**src/rtl/core/murm_pkg.sv**
```systemverilog
// Shared package for the MurmurHash3 x64_128 chained hash unit.
// Holds the hash constants, the multiplier phase and sequencer state types
// and small helpers. It depends on nothing else.
`default_nettype none

package murm_pkg;

    // Body scrambling constants.
    localparam logic [63:0] MIX_C1  = 64'h87c3_7b91_1142_53d5;
    localparam logic [63:0] MIX_C2  = 64'h4cf5_ad43_2745_937f;
    localparam logic [63:0] ADD_H1  = 64'h0000_0000_52dc_e729;
    localparam logic [63:0] ADD_H2  = 64'h0000_0000_3849_5ab5;

    // Finaliser constants.
    localparam logic [63:0] FMIX_M1 = 64'hff51_afd7_ed55_8ccd;
    localparam logic [63:0] FMIX_M2 = 64'hc4ce_b9fe_1a85_ec53;

    // Golden-ratio constant of the combine fold.
    localparam logic [63:0] GOLDEN  = 64'h0000_0000_9e37_79b9;

    // Bytes in one chunk.
    localparam logic [4:0]  CHUNK_BYTES = 5'd16;

    // Stream widths.
    localparam int unsigned S_TDATA_W = 136;
    localparam int unsigned M_TDATA_W = 192;

    // Phases of the shared multiplier: low x low, low x high, high x low.
    typedef enum logic [3:0] {
        MUL_IDLE = 4'b0001,
        MUL_LL   = 4'b0010,
        MUL_LH   = 4'b0100,
        MUL_HL   = 4'b1000
    } mul_phase_t;

    // Handshake between the sequencer and the shared multiplier.
    typedef struct packed {
        logic        start;
        logic [63:0] op_a;
        logic [63:0] op_b;
    } mul_req_t;

    typedef struct packed {
        logic        done;
        logic [63:0] product;
    } mul_rsp_t;

    // Sequencer states of the hash engine.
    typedef enum logic [12:0] {
        ST_IDLE = 13'b0_0000_0000_0001,
        ST_K1A  = 13'b0_0000_0000_0010,
        ST_K1B  = 13'b0_0000_0000_0100,
        ST_K2A  = 13'b0_0000_0000_1000,
        ST_K2B  = 13'b0_0000_0001_0000,
        ST_FOLD = 13'b0_0000_0010_0000,
        ST_FM1A = 13'b0_0000_0100_0000,
        ST_FM1B = 13'b0_0000_1000_0000,
        ST_FM2A = 13'b0_0001_0000_0000,
        ST_FM2B = 13'b0_0010_0000_0000,
        ST_ADD1 = 13'b0_0100_0000_0000,
        ST_ADD2 = 13'b0_1000_0000_0000,
        ST_EMIT = 13'b1_0000_0000_0000
    } seq_state_t;

    // Keeps the lowest n bytes of a word; n of eight or more keeps all.
    function automatic logic [63:0] keep_bytes(input logic [63:0] v, input logic [4:0] n);
        logic [63:0] r;
        r = '0;
        for (int i = 0; i < 8; i++) begin
            if (5'(i) < n) begin
                r[i*8 +: 8] = v[i*8 +: 8];
            end
        end
        return r;
    endfunction

    // The xor-shift step of the finaliser.
    function automatic logic [63:0] xsh33(input logic [63:0] v);
        return v ^ (v >> 33);
    endfunction

endpackage : murm_pkg

`default_nettype wire

```
**src/rtl/core/murm_mul64.sv**
```systemverilog
// Shared 64 x 64 multiplier keeping the low 64 bits of the product.
// One 32 x 32 multiplier is used in three steps; depends on murm_pkg.
`default_nettype none

module murm_mul64
    import murm_pkg::*;
(
    input  wire logic     aclk,
    input  wire logic     aresetn,
    input  wire mul_req_t req,
    output mul_rsp_t      rsp
);

    mul_phase_t  phase_reg, phase_next;
    logic [63:0] a_reg, b_reg;
    logic [63:0] acc_reg, acc_next;
    logic        done_reg, done_next;
    logic [31:0] mul_x, mul_y;
    logic [63:0] part;

    // Only the cross terms whose low halves land in the upper word matter.
    always_comb begin
        mul_x = a_reg[31:0];
        mul_y = b_reg[31:0];
        if (phase_reg == MUL_LH) begin
            mul_y = b_reg[63:32];
        end else if (phase_reg == MUL_HL) begin
            mul_x = a_reg[63:32];
        end
        part = {32'd0, mul_x} * {32'd0, mul_y};
    end

    always_comb begin
        phase_next = phase_reg;
        acc_next   = acc_reg;
        done_next  = 1'b0;
        unique case (phase_reg)
            MUL_IDLE: begin
                if (req.start) begin
                    phase_next = MUL_LL;
                end
            end
            MUL_LL: begin
                acc_next   = part;
                phase_next = MUL_LH;
            end
            MUL_LH: begin
                acc_next   = {acc_reg[63:32] + part[31:0], acc_reg[31:0]};
                phase_next = MUL_HL;
            end
            MUL_HL: begin
                acc_next   = {acc_reg[63:32] + part[31:0], acc_reg[31:0]};
                done_next  = 1'b1;
                phase_next = MUL_IDLE;
            end
            default: begin
                phase_next = MUL_IDLE;
            end
        endcase
    end

    always_ff @(posedge aclk) begin
        if (!aresetn) begin
            phase_reg <= MUL_IDLE;
            done_reg  <= 1'b0;
        end else begin
            phase_reg <= phase_next;
            done_reg  <= done_next;
        end
    end

    always_ff @(posedge aclk) begin
        acc_reg <= acc_next;
        if (phase_reg == MUL_IDLE && req.start) begin
            a_reg <= req.op_a;
            b_reg <= req.op_b;
        end
    end

    assign rsp.done    = done_reg;
    assign rsp.product = acc_reg;

endmodule : murm_mul64

`default_nettype wire

```
**config.mk**
```make
export PLATFORM = sky130hd
export DESIGN_NAME = murm_mul64
export DESIGN_NICKNAME = d
export VERILOG_FILES = /design/src/rtl/core/murm_pkg.sv /design/src/rtl/core/murm_mul64.sv
export SDC_FILE = /design/constraint.sdc
export NUM_CORES = 2
export LEC_CHECK = 0
export ABC_AREA = 1
export BUFFER_PORTS_ARGS = -buffer_cell sky130_fd_sc_hd__buf_2
export CORE_MARGIN = 4
export CORE_UTILIZATION = 44
export DETAILED_ROUTE_END_ITERATION = 10
export MAX_ROUTING_LAYER = met4
export PLACE_DENSITY = 0.73
export SYNTH_ARGS = -nofsm -noshare
export SYNTH_HDL_FRONTEND = slang
export SYNTH_SLANG_ARGS = --single-unit
```
**constraint.sdc**
```tcl
create_clock -name aclk -period 8.9 [get_ports aclk]
set_clock_uncertainty 0.05 [all_clocks]
set_input_delay 1.335 -clock aclk [delete_from_list [all_inputs] [get_ports aclk]]
set_output_delay 1.335 -clock aclk [all_outputs]
set_load 0.1 [all_outputs]
```
## After elaboration in Yosys (flattened, before gate mapping)

Index checks and enable logic that the tools add are counted.

| storage, ports and cells | value |
|---|---|
| logic and storage cells | 25 |
| register bits | 197 |
| input port bits | 131 |

| operators by class | value |
|---|---|
| multipliers | 1 |
| bitwise operators | 1 |
| reduce and logical (&&, ||, !) cells | 4 |
| add/subtract/negate cells | 1 |
| multiplexer cells | 7 |
| equal/unequal tests | 5 |

Operators by type and width:

| kind | number |
|---|---|
| $pmux W64 S2 | 1 |
| $mux W32 | 3 |
| $mul A32 B32 Y64 | 1 |
| $add A32 B32 Y32 | 1 |
| $pmux W4 S3 | 1 |
| $eq A4 B1 Y1 const B | 1 |
| $eq A4 B2 Y1 const B | 1 |
| $eq A4 B3 Y1 const B | 1 |
| $eq A4 B4 Y1 const B | 1 |
| $mux W4 | 1 |
| $ne A2 B2 Y1 const B | 1 |
| $reduce_and A2 Y1 | 1 |
| $reduce_bool A2 Y1 | 1 |
| $reduce_or A2 Y1 | 1 |
| $logic_and A1 B1 Y1 | 1 |
| $mux W1 | 1 |
| $not A1 Y1 | 1 |

## Longest topological paths before layout

| logic depth | value |
|---|---|
| word-level depth | 6 |
| mapped depth | 48 |
| gate-level depth less buffers | 46 |

## Worst setup path after synthesis

OpenSTA, ideal clock, no wires.

| timing | value |
|---|---|
| path type | register to register |
| from | register phase_reg[2] |
| to | register acc_reg[63], data pin |
| arrival time | 7.985 ns |
| path buffers | 3 |
| slack | 0.612 ns |
| cell stages (with the launch flop) | 40 |
| cells stage by stage | dfxtp_1 > inv_1 > nor3_4 > inv_2 > buf_4 > buf_6 > o21ai_2 > buf_2 > nand2_1 > fa_1 > inv_1 > fa_1 > fa_1 > inv_1 > fa_1 > inv_1 > fa_1 > inv_1 > (+4 left out) > ha_1 > a21oi_1 > o21ai_0 > a21oi_1 > nand3_1 > xor2_1 > ha_1 > nand2_1 > nor2_1 > inv_1 > nor2_1 > inv_1 > nor3_1 > a21oi_1 > nand3_1 > nand2_1 > nand2_1 > nand2_1 |

| between the ends | value |
|---|---|
| word-level cells in the longest chain between the ends | 6 |
| elaborated cells on any way between the ends | 10 |

RTL lines:

| what | RTL line | text |
|---|---|---|
| from (decl) | murm_mul64.sv:14 | `mul_phase_t phase_reg, phase_next;` |
| from (signal assigned) | murm_mul64.sv:67 | `phase_reg <= phase_next;` |
| $eq A4 B4 Y1 | murm_mul64.sv:27, murm_mul64.sv:37 |  |
| $mux W32 | murm_mul64.sv:27 | `end else if (phase_reg == MUL_HL) begin` |
| $mux W32 | murm_mul64.sv:25 | `if (phase_reg == MUL_LH) begin` |
| $mul A32 B32 Y64 | murm_mul64.sv:30 | `part = {32'd0, mul_x} * {32'd0, mul_y};` |
| $add A32 B32 Y32 | murm_mul64.sv:48, murm_mul64.sv:52 |  |
| $pmux W64 S2 (*) | murm_mul64.sv:37 | `unique case (phase_reg)` |
| named net acc_next[63] | murm_mul64.sv:16 | `logic [63:0] acc_reg, acc_next;` |
| to (signal assigned) | murm_mul64.sv:73 | `acc_reg <= acc_next;` |
| to (decl) | murm_mul64.sv:16 |  |

Mark *: on every way through the listed nets, which the timed path passes. The rest lies on a longest branch. The select of a mux whose other input is x is not followed.
A chain may end at the register's enable or synchronous reset.

## Worst setup path in the final report

| timing | value |
|---|---|
| from | register phase_reg[1] |
| to | register acc_reg[63], data pin |

The elaborated chain is that of the path after synthesis.

==> reports/qor.yml <==
worst_setup_path:
  worstSetupEndpointType: "flop"
  critPathMaxStageDelay_ns: 0.60
  crit_type: "reg2reg"
  start_kind: "flop"
  cp_slowest_cell: "fa_1"
  worst_path_most_repeated_cell: "fa_1"
  crit_arrival_ns: 9.07
  required_ns: 9.11
  path_max_fanout: 7
floorplan:
  die_height_um: 319.8
  rows: 114
  die-width_um: 319.8
  initial_core_util_pct: 44.30
  die-area_um2: 102300
  coreArea_um2: 96570
  ioPinCount: 196
placement:
  gp_congestion: 1.054
  dp_worst_setup_slack_ns: -0.5081
  hpwlAfterDp_um: 123500
  port_buffers: 195
clock_network:
  htree_levels: 4
  root_buffer: "clkbuf_16"
  clock_path_buffers: 2
  tritoncts: "built"
  numCtsBuffers: 17
  ctsHoldBuffers: 0
  clkSlewWorstSetupHoldPaths_ns: 0.08
  insertion_delay_ns: 0.52
  clock_sinks: 197
drt:
  drt-total-wl_um: 145700
  vias: 36220
  detail-route-antenna-nets: 0
  drc: 0
  wire_per_inst_um: 21.16
  drtPass1Iterations: 5
  drtIter0Drc: 3003
  avgViaCountPerCell: 5.260
timing:
  setup_violations: 0
  worst_pin_slew_ns: 1.017
  slew_viol_final: 0
  timing.final.ws_setup_ns: 0.04253
  period_minus_slack_ns: 8.857
  finalCritPeriodShare_pct: 99.52
  finalHoldViolCount: 0
  max-slew-margin-rel_pct: 32.20
  fmax_ghz: 0.1129
  grt_setup_unrepaired: "yes"
  fin_hold_ws_ns: 0.6379
final_layout:
  area.growth.synth_to_final_pct: 20.84
  nets: 6919
  mostFrequentLayoutCells: "inv_1, nand2_1, fa_1"
  drive_gt1_share_pct: 21.92
  post-route-util_pct: 53.53
  final_common_cell: "inv_1"
global_routing:
  first_global_vias: 38050
  grt_overflow: 0
  antenna_found_initial: 2
  grt_max_degree: 81
  use_met1_pct: 38.43
  grtUsageTotal_pct: 29.55
  busiest_layer: "met2"
  use_met2_pct: 44.68
  grt_pass1_wl_um: 223100
  gr-usage-met3_pct: 7.442
yosys:
  syn_inst: 4983
  ys_warn_count: 0
  netlist_area_um2: 42780
  syn_area_per_cell_um2: 8.585
  synth_cell_types: 36
  synth-seq-area-share_pct: 13.71
  ys_ff_latch: 197
  syn_nets: 6307
worst_hold_path:
  hp-class: "reg2reg"
run:
  max_cap_viol_count: 0
status:
  status: "finished, final reports clean"
-- timing repair --
action,in CTS,in global routing
resized for setup,94,360
endpoints found under the setup margin,13,30
pin swaps,16,105
setup buffers,13,61
gates cloned,0,3
-- final timing paths --
kind / start / cells past startpoint / endpoint / slack, ns
worst min register to register: phase_reg[1]$_SDFFE_PN0P_ / 3 / phase_reg[1]$_SDFFE_PN0P_ / 0.64
worst max register to register: phase_reg[1]$_SDFFE_PN0P_ / 42 / acc_reg[63]$_DFFE_PP_ / 0.04
worst min-delay path: phase_reg[1]$_SDFFE_PN0P_ / 3 / phase_reg[1]$_SDFFE_PN0P_ / 0.64
worst max-delay path: phase_reg[1]$_SDFFE_PN0P_ / 42 / acc_reg[63]$_DFFE_PP_ / 0.04
-- critical path: cells and delay by family (launching register included) --
kind | cells | cell delay, ns
adders and majority gates | 10 | 4.46
and+or+nand+nor | 13 | 1.45
buffers and inverters | 13 | 1.41
AOI/OAI and AO/OA | 5 | 0.69
DFF | 1 | 0.33
xor gates and xnor gates | 1 | 0.19
-- final cells by class --
| cell class | count | area (um^2) |
|---|---|---|
| Antenna cell | 2 | 5.005 |
| Clock buffer | 17 | 425.4 |
| Clock inverter | 15 | 180.2 |
| Fill cell | 8677 | 44870 |
| Inverter | 1176 | 4458 |
| Multi-Input combinational cell | 3434 | 33260 |
| Sequential cell | 197 | 5868 |
| Tap cell | 1276 | 1597 |
| Timing Repair Buffer | 769 | 5898 |
-- synth_stat cells, drive strengths merged --
cell type	instances	area (um^2)
clkinv	2	7.510
nand4	18	112.6
fa	897	17960
dfxtp	5	100.1
and2	2	12.51
nand2b	1	6.260
nand2	1115	4185
edfxtp	192	5766
clkbuf	14	52.55
o21ai	145	1109
inv	1174	4407
o21a	7	52.55
nand3	98	490.5
a21boi	4	30.03
a21o	9	67.56
a21oi	138	690.7
nand3b	3	22.52
o21bai	16	120.1
or2	37	231.5
xnor2	8	70.07
buf	162	917.1
a31oi	2	12.51
xor2	38	332.8
nor2	572	2150
ha	296	3704
nor3	25	152.7
o211ai	3	22.52
-- cells by family (layout without fill, tap and decap cells) --
family	Yosys count	count (layout)	synth area share [%]
other	0	2	0
DFF	197	197	13.71
and+or+nand+nor	1871	1871	17.21
AOI/OAI and AO/OA	324	324	4.919
adders and majority gates	1193	1193	50.63
buffers and inverters	1352	1977	12.58
xor gates and xnor gates	46	46	0.9417
-- routing by layer --
metal / routed length (um) / share of wire, % / vias up
met5: 0 / 0 / -
met4: 7619 / 5.2 / 0
met3: 15340 / 11 / 377
met2: 65520 / 45 / 1844
met1: 57210 / 39 / 18120
li1: - / - / 15880
-- per-stage QoR --
stage / cell area, um^2 / instances / setup TNS (ns)
floorplan: 42780 / 4983 / 0
global placement: 48470 / 6775 / -5.399
detailed placement: 48470 / 6775 / -4.525
CTS: 49650 / 6820 / -0.08175
global route: 51700 / 6886 / -1.966
finish: 51700 / 6886 / 0
Power is not shown: default switching activity piles up to over one toggle a cycle in this logic, so the estimate is an artifact.
